--- src/hdl/mssc_pkg.sv ---
`timescale 1ns / 1ps
// Shared constants, action codes and glyph decode for the morphing clock renderer.
// No dependencies; imported by morphing_seven_segment_clock_renderer_unit.
package mssc_pkg;

  localparam int CELL_W   = 16;
  localparam int CELL_H   = 24;
  localparam int CLOCK_W  = 5 * CELL_W;
  localparam int IN_DATA_W = 40;

  localparam logic [7:0] FULL_ON = 8'd255;

  localparam logic [1:0] ACT_TIME  = 2'd0;
  localparam logic [1:0] ACT_PIXEL = 2'd1;
  localparam logic [1:0] ACT_FRAME = 2'd2;

  typedef logic [3:0] digit_t;

  // Segment bits a..g in bits 0..6; codes above nine draw as zero.
  function automatic logic [6:0] seg_mask(input digit_t d);
    logic [6:0] m;
    begin
      case (d)
        4'd1:    m = 7'h06;
        4'd2:    m = 7'h5B;
        4'd3:    m = 7'h4F;
        4'd4:    m = 7'h66;
        4'd5:    m = 7'h6D;
        4'd6:    m = 7'h7D;
        4'd7:    m = 7'h07;
        4'd8:    m = 7'h7F;
        4'd9:    m = 7'h6F;
        default: m = 7'h3F;
      endcase
      return m;
    end
  endfunction

  function automatic logic glyph_on(input digit_t d, input logic [3:0] x,
                                    input logic [4:0] y);
    logic [6:0] m;
    logic       full_x, right_x, left_x;
    begin
      m       = seg_mask(d);
      full_x  = (x >= 4'd2) && (x <= 4'd13);
      right_x = (x >= 4'd11) && (x <= 4'd13);
      left_x  = (x >= 4'd2) && (x <= 4'd4);
      return (m[0] && full_x  && y >= 5'd2  && y <= 5'd4)  ||
             (m[1] && right_x && y >= 5'd2  && y <= 5'd11) ||
             (m[2] && right_x && y >= 5'd12 && y <= 5'd21) ||
             (m[3] && full_x  && y >= 5'd19 && y <= 5'd21) ||
             (m[4] && left_x  && y >= 5'd12 && y <= 5'd21) ||
             (m[5] && left_x  && y >= 5'd2  && y <= 5'd11) ||
             (m[6] && full_x  && y >= 5'd11 && y <= 5'd13);
    end
  endfunction

  function automatic logic colon_on(input logic [3:0] x, input logic [4:0] y);
    logic col_x;
    begin
      col_x = (x == 4'd7) || (x == 4'd8);
      return col_x && ((y >= 5'd7 && y <= 5'd9) || (y >= 5'd14 && y <= 5'd16));
    end
  endfunction

endpackage

--- src/hdl/morphing_seven_segment_clock_renderer_unit.sv ---
`timescale 1ns / 1ps
// Top level of the morphing seven-segment clock renderer: time state, row scan
// sequencer and a shared restoring divider. Depends on mssc_pkg.
//
// Renders HH:MM as four 16x24 seven-segment cells plus a colon cell, centered
// on a MATRIX_WIDTH x MATRIX_HEIGHT matrix, and answers one pixel request at a
// time. in_tuser carries the action: a time sample (0) or a frame end (2)
// completes when it is accepted and returns nothing. A pixel read (1) scans
// the 24 source rows of the cell from the bottom up, one row per cycle, until
// the first row that maps onto the pixel's matrix row and gives a nonzero
// value; a crossfading pixel then goes on to the shared divider that forms
// 255*n over the crossfade length. A pixel outside the clock, or on the
// blanked colon, skips the scan and goes straight to the output stage; a
// pixel that scans all 24 rows without a lit hit is answered dark; the
// slowest read hits on source row 2, the lowest lit row, and then divides.
// The row scan and the bit-per-cycle divider set the read time. in_tready is
// low while a pixel request is in work; the result waits in an output
// register so the next request can be accepted while it is still held there.
module morphing_seven_segment_clock_renderer_unit
  import mssc_pkg::*;
#(
  parameter int MATRIX_WIDTH  = 128,
  parameter int MATRIX_HEIGHT = 32
) (
  input  logic                 clk,
  input  logic                 rst_n,
  input  logic                 in_tvalid,
  output logic                 in_tready,
  // [3:0] digit_hour_tens, [7:4] digit_hour_units, [11:8] digit_minute_tens,
  // [15:12] digit_minute_units, [21:16] second_now, [28:22] pixel_x,
  // [33:29] pixel_y, [39:34] zero
  input  logic [IN_DATA_W-1:0] in_tdata,
  // [1:0] action
  input  logic [1:0]           in_tuser,
  output logic                 out_tvalid,
  input  logic                 out_tready,
  // [7:0] intensity
  output logic [7:0]           out_tdata,
  input  logic                 cfg_wr_en,
  input  logic [7:0]           cfg_wr_data
);

  localparam int XW = $clog2(MATRIX_WIDTH + 1);
  localparam int RW = $clog2(MATRIX_HEIGHT + 1);
  localparam int X0 = (MATRIX_WIDTH - CLOCK_W) / 2;

  localparam logic [XW-1:0] X0_V    = XW'(X0);
  localparam logic [XW-1:0] X_END_V = XW'(X0 + CLOCK_W);
  localparam logic [RW-1:0] H_V     = RW'(MATRIX_HEIGHT);

  localparam logic [1:0] S_IDLE = 2'd0;
  localparam logic [1:0] S_SCAN = 2'd1;
  localparam logic [1:0] S_DIV  = 2'd2;
  localparam logic [1:0] S_PUT  = 2'd3;

  // Matrix row reached by each source row edge: row g lands on g*H/24.
  logic [RW-1:0] row_tab [CELL_H+1];

  genvar g;
  generate
    for (g = 0; g <= CELL_H; g++) begin : g_row
      assign row_tab[g] = RW'((g * MATRIX_HEIGHT) / CELL_H);
    end
  endgenerate

  logic [1:0]    state_r,    state_nxt;
  logic [7:0]    msteps_r,   msteps_nxt;
  logic [15:0]   prev_r,     prev_nxt;
  logic [15:0]   cur_r,      cur_nxt;
  logic [5:0]    second_r,   second_nxt;
  logic [7:0]    fade_r,     fade_nxt;
  logic [4:0]    y_r,        y_nxt;
  logic [3:0]    cx_r,       cx_nxt;
  logic [RW-1:0] py_r,       py_nxt;
  logic          colon_r,    colon_nxt;
  digit_t        old_d_r,    old_d_nxt;
  digit_t        new_d_r,    new_d_nxt;
  logic [7:0]    step_r,     step_nxt;
  logic [7:0]    rem_r,      rem_nxt;
  logic [7:0]    dvd_r,      dvd_nxt;
  logic [7:0]    quo_r,      quo_nxt;
  logic [2:0]    cnt_r,      cnt_nxt;
  logic          oval_r,     oval_nxt;
  logic [7:0]    odata_r,    odata_nxt;

  logic [1:0]    act;
  logic [15:0]   in_digits;
  logic [5:0]    in_second;
  logic [XW-1:0] px_ext;
  logic [RW-1:0] py_ext;
  logic [XW-1:0] rel;
  logic [2:0]    cell_sel;
  logic          in_clock;
  logic          accept;
  logic          row_hit, a_on, b_on;
  logic          out_live, in_live;
  logic [7:0]    fade_n;
  logic [15:0]   dividend;
  logic [8:0]    trial;
  logic          trial_ge;

  assign act       = in_tuser;
  assign in_digits = {in_tdata[3:0], in_tdata[7:4], in_tdata[11:8], in_tdata[15:12]};
  assign in_second = in_tdata[21:16];
  assign px_ext    = XW'(in_tdata[28:22]);
  assign py_ext    = RW'(in_tdata[33:29]);
  assign rel       = px_ext - X0_V;
  assign cell_sel  = rel[6:4];
  assign in_clock  = (px_ext >= X0_V) && (px_ext < X_END_V) && (py_ext < H_V);

  assign in_tready  = (state_r == S_IDLE);
  assign accept     = in_tvalid && in_tready;
  assign out_tvalid = oval_r;
  assign out_tdata  = odata_r;

  // Row test for the scan: both edges of source row y may land on py.
  assign row_hit = (row_tab[y_r] == py_r) || (row_tab[y_r + 5'd1] == py_r);
  assign a_on    = colon_r ? colon_on(cx_r, y_r) : glyph_on(old_d_r, cx_r, y_r);
  assign b_on    = colon_r ? colon_on(cx_r, y_r) : glyph_on(new_d_r, cx_r, y_r);
  // Fade-out is nonzero until the step reaches the end; fade-in once it starts.
  assign out_live = a_on && !b_on && (step_r < msteps_r);
  assign in_live  = b_on && !a_on && (step_r != 8'd0);
  assign fade_n   = out_live ? (msteps_r - step_r) : step_r;
  assign dividend = {fade_n, 8'd0} - {8'd0, fade_n};

  // Shared divider: one restoring step a cycle, dividend bits from the top.
  assign trial    = {rem_r, dvd_r[7]};
  assign trial_ge = trial >= {1'b0, msteps_r};

  always_comb begin
    state_nxt  = state_r;
    msteps_nxt = msteps_r;
    prev_nxt   = prev_r;
    cur_nxt    = cur_r;
    second_nxt = second_r;
    fade_nxt   = fade_r;
    y_nxt      = y_r;
    cx_nxt     = cx_r;
    py_nxt     = py_r;
    colon_nxt  = colon_r;
    old_d_nxt  = old_d_r;
    new_d_nxt  = new_d_r;
    step_nxt   = step_r;
    rem_nxt    = rem_r;
    dvd_nxt    = dvd_r;
    quo_nxt    = quo_r;
    cnt_nxt    = cnt_r;
    oval_nxt   = oval_r;
    odata_nxt  = odata_r;

    // Drop the held result once the sink takes it.
    if (oval_r && out_tready) begin
      oval_nxt = 1'b0;
    end

    if (cfg_wr_en) begin
      msteps_nxt = (cfg_wr_data == 8'd0) ? 8'd1 : cfg_wr_data;
    end

    case (state_r)
      S_IDLE: begin
        if (accept) begin
          case (act)
            ACT_TIME: begin
              // Only a new second is stored; a digit change restarts the fade.
              if (in_second != second_r) begin
                second_nxt = in_second;
                if (in_digits != cur_r) begin
                  prev_nxt = cur_r;
                  cur_nxt  = in_digits;
                  fade_nxt = 8'd0;
                end
              end
            end
            ACT_FRAME: begin
              if (fade_r < msteps_r) begin
                fade_nxt = fade_r + 8'd1;
              end
            end
            ACT_PIXEL: begin
              cx_nxt    = rel[3:0];
              py_nxt    = py_ext;
              y_nxt     = 5'(CELL_H - 1);
              step_nxt  = (fade_r < msteps_r) ? fade_r : msteps_r;
              colon_nxt = 1'b0;
              case (cell_sel)
                3'd0: begin
                  old_d_nxt = prev_r[15:12];
                  new_d_nxt = cur_r[15:12];
                end
                3'd1: begin
                  old_d_nxt = prev_r[11:8];
                  new_d_nxt = cur_r[11:8];
                end
                3'd3: begin
                  old_d_nxt = prev_r[7:4];
                  new_d_nxt = cur_r[7:4];
                end
                3'd4: begin
                  old_d_nxt = prev_r[3:0];
                  new_d_nxt = cur_r[3:0];
                end
                default: begin
                  colon_nxt = 1'b1;
                end
              endcase
              // Outside the clock, or the colon on an even second: answer dark.
              if (!in_clock || (cell_sel == 3'd2 && !second_r[0])) begin
                quo_nxt   = 8'd0;
                state_nxt = S_PUT;
              end else begin
                state_nxt = S_SCAN;
              end
            end
            default: begin
            end
          endcase
        end
      end

      S_SCAN: begin
        if (row_hit && a_on && b_on) begin
          quo_nxt   = FULL_ON;
          state_nxt = S_PUT;
        end else if (row_hit && (out_live || in_live)) begin
          // Quotient fits 8 bits, so the top byte starts as the remainder.
          rem_nxt   = dividend[15:8];
          dvd_nxt   = dividend[7:0];
          quo_nxt   = 8'd0;
          cnt_nxt   = 3'd7;
          state_nxt = S_DIV;
        end else if (y_r == 5'd0) begin
          quo_nxt   = 8'd0;
          state_nxt = S_PUT;
        end else begin
          y_nxt = y_r - 5'd1;
        end
      end

      S_DIV: begin
        rem_nxt = trial_ge ? 8'(trial - {1'b0, msteps_r}) : trial[7:0];
        quo_nxt = {quo_r[6:0], trial_ge};
        dvd_nxt = {dvd_r[6:0], 1'b0};
        cnt_nxt = cnt_r - 3'd1;
        if (cnt_r == 3'd0) begin
          state_nxt = S_PUT;
        end
      end

      S_PUT: begin
        // Hold until the output register is free.
        if (!oval_r || out_tready) begin
          oval_nxt  = 1'b1;
          odata_nxt = quo_r;
          state_nxt = S_IDLE;
        end
      end

      default: begin
        state_nxt = S_IDLE;
      end
    endcase
  end

  always_ff @(posedge clk) begin
    if (!rst_n) begin
      state_r  <= S_IDLE;
      msteps_r <= 8'd16;
      prev_r   <= 16'd0;
      cur_r    <= 16'd0;
      second_r <= 6'd0;
      fade_r   <= 8'd16;
      oval_r   <= 1'b0;
    end else begin
      state_r  <= state_nxt;
      msteps_r <= msteps_nxt;
      prev_r   <= prev_nxt;
      cur_r    <= cur_nxt;
      second_r <= second_nxt;
      fade_r   <= fade_nxt;
      oval_r   <= oval_nxt;
    end
  end

  // Working and payload registers.
  always_ff @(posedge clk) begin
    y_r     <= y_nxt;
    cx_r    <= cx_nxt;
    py_r    <= py_nxt;
    colon_r <= colon_nxt;
    old_d_r <= old_d_nxt;
    new_d_r <= new_d_nxt;
    step_r  <= step_nxt;
    rem_r   <= rem_nxt;
    dvd_r   <= dvd_nxt;
    quo_r   <= quo_nxt;
    cnt_r   <= cnt_nxt;
    odata_r <= odata_nxt;
  end

endmodule

--- config.mk ---
export PLATFORM = sky130hd
export DESIGN_NAME = morphing_seven_segment_clock_renderer_unit
export DESIGN_NICKNAME = d
export VERILOG_FILES = /design/src/hdl/mssc_pkg.sv /design/src/hdl/morphing_seven_segment_clock_renderer_unit.sv
export SDC_FILE = /design/constraint.sdc
export NUM_CORES = 1
export LEC_CHECK = 0
export BUFFER_PORTS_ARGS = -buffer_cell sky130_fd_sc_hd__buf_2
export CORE_UTILIZATION = 55
export CTS_BUF_LIST = sky130_fd_sc_hd__clkbuf_8
export CTS_CLUSTER_SIZE = 25
export DETAILED_ROUTE_END_ITERATION = 8
export PLACE_DENSITY_LB_ADDON = 0.08
export SLEW_MARGIN = 0
export SYNTH_ARGS = -nofsm -noshare
export SYNTH_HDL_FRONTEND = slang
export SYNTH_SLANG_ARGS = --single-unit
--- constraint.sdc ---
create_clock -name clk -period 4.9 [get_ports clk]
set_input_delay 0.245 -clock clk [delete_from_list [all_inputs] [get_ports clk]]
set_output_delay 0.245 -clock clk [all_outputs]
set_load 0.005 [all_outputs]
* Word-level counts from Yosys, hierarchy flattened *
Memories as Yosys holds them, arrays and structs flattened. A register that Yosys moved wholly into a read port is not among the register bits.
Cells that the tools add are included.

cells by class
  bitwise logic cells = 2
  reductions and logical operators = 106
  $lt $le $gt $ge = 24
  add/sub/neg operators = 8
  mux-type cells = 53
  eq/ne operators = 28

operators by type and width
  operator                                                        number
  2-to-1 mux 8 bit                                                17
  logical AND 1 bit                                               60
  case mux 8 bit (2 select lines)                                 3
  case mux 4 bit (4 select lines)                                 2
  2-to-1 mux 5 bit                                                5
  2-to-1 mux 6 bit                                                4
  case mux 8 bit (3 select lines)                                 1
  logical OR 1 bit                                                18
  inequality test 2 bit, second input constant                    9
  less-than comparator 8 bit                                      2
  2-to-1 mux 2 bit                                                8
  inequality test 16 bit                                          1
  subtractor 16 x 8 -> 16 bit                                     1
  subtractor 8 bit                                                2
  >= comparator 5 x 4 -> 1 bit, second input constant             3
  less-or-equal comparator 5 x 4 -> 1 bit, second input constant  3
  AND reduction 5 bit                                             3
  == test 6 x 5 -> 1 bit                                          2
  >= comparator 6 bit, second input constant                      2
  NOT 5 -> 6 bit                                                  2
  AND reduction 6 bit                                             2
  less-or-equal comparator 5 bit, second input constant           2
  case mux 5 bit (2 select lines)                                 1
  >= comparator 9 x 8 -> 1 bit                                    1
  44 further kinds                                                67

storage, ports and cells
  output and inout port bits = 10
  memory bits (read-only) = 608
  input port bits = 55
  word-level logic and storage cells = 244
  flip-flop bits (word level) = 123
  memories kept = 4

memories
  memory            words  width  read ports  clocked after Yosys merged registers in  write ports  line                                               RTL
  (name not given)  32     6      1           0                                        0            morphing_seven_segment_clock_renderer_unit.sv:117  assign row_hit = (row_tab[y_r] == py_r) || (row_tab[y_r + 5'd1] == py_r);
  (name not given)  32     6      1           0                                        0            morphing_seven_segment_clock_renderer_unit.sv:117
  (name not given)  16     7      1           1                                        0            mssc_pkg.sv:23                                     case (d)
  (name not given)  16     7      1           1                                        0            mssc_pkg.sv:23

* Depth between registers and ports, before layout *
  depth in word-level cells = 20
  mapped depth = 19
  mapped depth without buffers = 16

* Worst setup path after synthesis *
No wires, ideal clock.

  kind = register to register
  start point = register y_r[1]
  end point = register cnt_r[0] (enable)
  path buffers = 2
  setup slack = 712 ps
  cell stages (with the launch flop) = 12
  clock period less this slack = 4188 ps
  required time = 4497 ps
  arrival time = 3785 ps
  setup time = 403 ps
  path through = edfxtp_1 buf_2 inv_1 ha_1 clkbuf_1 xor2_1 mux2i_1 nor4_1 nor3_1 a2111o_1 a22o_2 mux2i_1

on the way
  word-level cells in the longest chain between the ends = 17
  elaborated cells on any way between the ends = 83
  those cells by class = add/sub (1); order compare (12); eq/ne (4); mux (6); bitwise (2); reduce/logical (56); memory (2)

RTL lines
  element                                                       line                                               RTL
  start, declared                                               morphing_seven_segment_clock_renderer_unit.sv:72   logic [4:0] y_r, y_nxt;
  start signal, assigned                                        morphing_seven_segment_clock_renderer_unit.sv:287  y_r <= y_nxt;
  branches (longest 16 deep; another with memory (32 x 6 bit))  --
  AND reduction 3 bit (no line) (*)                             --
  end signal, assigned                                          morphing_seven_segment_clock_renderer_unit.sv:297  cnt_r <= cnt_nxt;
  end, declared                                                 morphing_seven_segment_clock_renderer_unit.sv:82   logic [2:0] cnt_r, cnt_nxt;

Mark *: on every way between the ends. The select of a mux whose other input is x is not followed.
A chain may end at the register's enable or synchronous reset.

* Final worst setup path *
  start point = register y_r[0]
  end point = register rem_r[6] (data pin)

on the way
  word-level cells in the longest chain between the ends = 18
  elaborated cells on any way between the ends = 66
  those cells by class = add/sub (1); order compare (12); mux (6); reduce/logical (47)

RTL lines
  element                                                    line                                               RTL
  >= comparator 5 x 2 -> 1 bit                               mssc_pkg.sv:48, mssc_pkg.sv:49, mssc_pkg.sv:53
  logical AND 1 bit, on equally long branches (2 in series)  mssc_pkg.sv:48, mssc_pkg.sv:49
  logical OR 1 bit                                           mssc_pkg.sv:48                                     return (m[0] && full_x && y >= 5'd2 && y <= 5'd4) ||
  logical OR 1 bit                                           mssc_pkg.sv:49                                     (m[1] && right_x && y >= 5'd2 && y <= 5'd11) ||
  logical OR 1 bit                                           mssc_pkg.sv:50                                     (m[2] && right_x && y >= 5'd12 && y <= 5'd21) ||
  logical OR 1 bit                                           mssc_pkg.sv:51                                     (m[3] && full_x && y >= 5'd19 && y <= 5'd21) ||
  logical OR 1 bit                                           mssc_pkg.sv:52                                     (m[4] && left_x && y >= 5'd12 && y <= 5'd21) ||
  logical OR 1 bit                                           mssc_pkg.sv:53                                     (m[5] && left_x && y >= 5'd2 && y <= 5'd11) ||
  2-to-1 mux 1 bit                                           morphing_seven_segment_clock_renderer_unit.sv:119  assign b_on = colon_r ? colon_on(cx_r, y_r) : glyph_on(new_d_r, cx_r, y_r);
  logical NOT 1 bit                                          morphing_seven_segment_clock_renderer_unit.sv:121  assign out_live = a_on && !b_on && (step_r < msteps_r);
  logical AND 1 bit (*) (2 in series)                        morphing_seven_segment_clock_renderer_unit.sv:121
  2-to-1 mux 8 bit (*)                                       morphing_seven_segment_clock_renderer_unit.sv:123  assign fade_n = out_live ? (msteps_r - step_r) : step_r;
  subtractor 16 x 8 -> 16 bit (*)                            morphing_seven_segment_clock_renderer_unit.sv:124  assign dividend = {fade_n, 8'd0} - {8'd0, fade_n};
  2-to-1 mux 8 bit (*)                                       morphing_seven_segment_clock_renderer_unit.sv:225  end else if (row_hit && (out_live || in_live)) begin
  2-to-1 mux 8 bit (*)                                       morphing_seven_segment_clock_renderer_unit.sv:222  if (row_hit && a_on && b_on) begin
  case mux 8 bit (2 select lines) (*)                        morphing_seven_segment_clock_renderer_unit.sv:160  case (state_r)
  named net rem_nxt[6]                                       morphing_seven_segment_clock_renderer_unit.sv:79   logic [7:0] rem_r, rem_nxt;
  end signal, assigned                                       morphing_seven_segment_clock_renderer_unit.sv:294  rem_r <= rem_nxt;
  end, declared                                              morphing_seven_segment_clock_renderer_unit.sv:79

Mark *: on every way through the listed nets, which the timed path passes. The rest lies on a longest branch. The select of a mux whose other input is x is not followed.

==> summary.md <==
| Metric | Value |
|---|---|
| Status | complete, no violations |
| Cells after synthesis | 961 |
| Sequential power share | 41.8% |
| Reg2Reg Depth | 13 |
| Hold Path End | msteps_r[4]$_SDFFE_PN1P_ |
| Die area | 16900 um^2 |
| FILL cells | 1413 |
| Switch Pwr | 1.19 mW |
| Crit-path most repeated cell | ha_1 |
| Reg2Reg Setup Slack | 650 ps |
| Root buf cell | clkbuf_8 |
| Comb pwr share | 31.8% |
| Worst R2R Start | y_r[0]$_SDFFCE_PN1P_ |
| Post-Place Cells | 1204 |
| Clock power share | 26.4% |
| Area of the multi-input gates | 5200 um^2 |
| Sw Share | 34.0% |
| CP arrival | 4440 ps |
| DRC errors left | 0 |
| Total of warnings raised by yosys | 0 |
| GR Overflow Total | 0 |
| Max-cap violations | 0 |
| Non-filler cells, final | 1244 |
| Rel. slew slack | 42.6% |
| H-Tree Depth | 4 |
| Hold path startpoint | cfg_wr_data[4] |
| Die width | 130 um |
| Critical Path End Type | register |
| Worst Skew | 14.1 ps |
| Max-slew violations | 0 |
| GRT Total Usage | 24.0% |
| Clock sink count | 137 |
| RSZ-0062 raised after global routing | no |
| Die Height | 130 um |
| Seq cells post-synth | 137 |
| Number of global-route vias before repair | 6236 |
| Starting Density | 56.5% |
| Crit path largest cell delay | 630 ps |
| Synthesized area | 9010 um^2 |
| 1st-iter DRT viols | 390 |
| Clock latency at the later pin of the worst-skew pair | 460 ps |
| Critical path startpoint category | register |
| Area after DPL | 9460 um^2 |
| CP Buf/Inv Count | 0 |
| Largest area contributor in the netlist | edfxtp_1 |
| Crit path max-delay family | compound AO/OA/AOI/OAI gates |
| Final setup fails | 0 |
| Synth Area per Inst | 9.37 um^2 |
| Tcrit/Tclk final | 86.8% |
| Area Overhead vs Synth | 10.3% |
| WHS | 30.3 ps |
| Critical Setup Path Class | register to register |
| Final Cell Area | 9930 um^2 |
| Yosys top cell area share | 22.0% |
| Post_cts resized | 0 |
| CORE AREA | 15900 um^2 |
| Post-DRT Antenna Nets | 0 |
| Count of standard-cell rows | 46 |
| Clk pin slew, worst setup/hold paths | 80 ps |
| Register area | 3400 um^2 |
| # port buffers | 58 |
| PD cells | 352 nW/um^2 |
| Average vias per placed instance | 5.68 |
| CTS tree | built |
| Detailed-route wire length per cell | 15.7 um |
| Leak | 3.98 nW |
| Pin count of the biggest net entering global routing | 47 |
| Number of synthesized flops with an enable pin | 66 |
| Post-synthesis cell type count | 87 |
| FMAX | 0.235 GHz |
| Peak VDD IR | 0.227 mV |
| Pwr Total | 3.50 mW |
| WL final | 19600 um |
| Gpl congestion | 0.831 |
| Final Hold Vio Count | 0 |
| Share of cells above drive strength 1 | 14.6% |
| Nets | 1121 |
| Clock buffer depth | 2 |
| Num CTS Buffers | 17 |
| Diode count | 0 |
| Setup_tns | 0 ps |
| Worst R2R End | rem_r[6]$_DFFE_PP_ |
| Placed wire-length estimate | 14400 um |
| Min Clock Period, post-route | 4250 ps |
| Worst-path cell chain | ha_1 > o21ba_2 > a22oi_1 > a32oi_1 > and4_1 > o2111ai_2 > mux2i_2 > ha_1 > o2111a_1 > o211ai_1 > nand4_1 > xnor2_1 > mux2i_1 |
| Post-synthesis net count | 1067 |
| Async SR Flop Fraction | 0% |
| Largest cells by area after synthesis | edfxtp_1 (22%), dfxtp_1 (16%), mux2i_1 (7.3%) |
| Register area share after synthesis | 37.8% |
| Pint | 2.31 mW |
| Hold depth | 3 |
| HP Class | input pin to register |
| CP max stage cell | edfxtp_1 |
| First-pass iteration count of the detailed router | 5 |
| Main synth FF type | dfxtp_1 |
| I/O pin count | 65 |
| Initial antenna violation count | 0 |
| Vias | 7061 |
| First-pass GRT wire length | 31400 um |
| Crit path required time | 5090 ps |
| Crit-path max FO | 14 |
| Tightest Pin Transition | 860 ps |
[layer usage]
metal / GRT usage, % / wire, um / up-vias
li1: - / - / 3600
met5: 0 / 0 / -
met4: 6.91 / 269 / 0
met1: 34.9 / 9960 / 3281
met2: 36.1 / 8520 / 162
met3: 4.84 / 808 / 18
[through the flow]
| stage | util, % | setup WS (ps) |
|---|---|---|
| after global placement | 59.3 | 807 |
| after detailed placement | 59.3 | 726 |
| after global routing | 62.3 | 330 |
| final | 62.3 | 649 |
| after floorplan | - | 712 |
| after CTS | 62.3 | 725 |
[kinds of logic (layout without fill, tap and decap cells)]
kind of cell | count (synthesis) | in the layout | share of synthesized area [%]
buf+inv | 96 | 163 | 4.64
compound gates | 203 | 203 | 16.0
fa+ha+maj | 51 | 51 | 7.25
xor+xnor | 61 | 61 | 6.35
mux | 83 | 83 | 9.49
simple gates | 330 | 330 | 18.4
flops | 137 | 137 | 37.8
[how the worst max path moves through the flow]
stage,startpoint,end,slack [ps],cells after the start
6_report,y_r[0]$_SDFFCE_PN1P_,rem_r[6]$_DFFE_PP_,650,13
5_1_grt,y_r[0]$_SDFFCE_PN1P_,rem_r[6]$_DFFE_PP_,330,13
4_1_cts,y_r[0]$_SDFFCE_PN1P_,rem_r[6]$_DFFE_PP_,730,13
3_5_place_dp,y_r[0]$_SDFFCE_PN1P_,rem_r[0]$_DFFE_PP_,730,13
3_3_place_gp,y_r[0]$_SDFFCE_PN1P_,rem_r[6]$_DFFE_PP_,810,13
2_1_floorplan,y_r[1]$_SDFFCE_PN1P_,cnt_r[0]$_SDFFCE_PN1P_,710,11
[cells in the final DEF, fill, tap and decap left out, types with 16 or more instances in the layout]
cell type,n
nand2b_1,18
xor2_1,19
ha_1,49
buf_2,58
mux2i_1,65
xnor2_1,40
a21oi_1,42
o21ai_0,36
nor2_1,91
dfxtp_1,71
edfxtp_1,66
nand3_1,25
clkbuf_8,18
inv_1,51
nand2_1,82
nand4_1,16
[cell type report]
| cell class | instances | area share (%) |
|---|---|---|
| Sequential cell | 137 | 34.3 |
| Tap cell | 216 | 2.72 |
| Clock buffer | 18 | 2.49 |
| Clock inverter | 14 | 1.45 |
| Timing Repair Buffer | 79 | 4.71 |
| Multi-Input combinational cell | 728 | 52.4 |
| Inverter | 52 | 1.97 |
[power groups by stage]
stage / logic [mW] / clock network (mW) / registers, mW
floorplan: 0.848 / 0 / 1.46
global placement: 1.09 / 0 / 1.49
detailed placement: 1.10 / 0 / 1.49
CTS: 1.11 / 0.945 / 1.46
global route: 1.24 / 0.990 / 1.48
finish: 1.11 / 0.923 / 1.46
[cell usage after synthesis, drive strengths merged, types with 9 or more instances]
library cell and instances:
ha 49, dfxtp 71, xor2 19, o221ai 11, nor2 92, edfxtp 66
buf 26, and2 9, nand2 82, nand3 26, nand4 17, a21oi 42
o21ai 41, mux2 16, xnor2 42, a21o 16, nor2b 15, o211ai 13
nand2b 18, mux2i 67, o21a 13, nor4 10, inv 51, or2 10
clkbuf 18, nor3 10
[worst register-to-register path, delay by kind of cell (launching register included)]
| kind | cells | cell delay (ps) |
|---|---|---|
| compound gates | 6 | 1400 |
| fa+ha+maj | 2 | 830 |
| flops | 1 | 630 |
| mux | 2 | 550 |
| simple gates | 2 | 470 |
| xor+xnor | 1 | 130 |
[timing repair]
item,4_1_cts,5_1_grt
hold buffers,8,0
buffers inserted,0,0
endpoints found under the hold margin,8,0
endpoints found under the setup margin,0,0
Note: power is estimated with default switching activity, not from simulation.
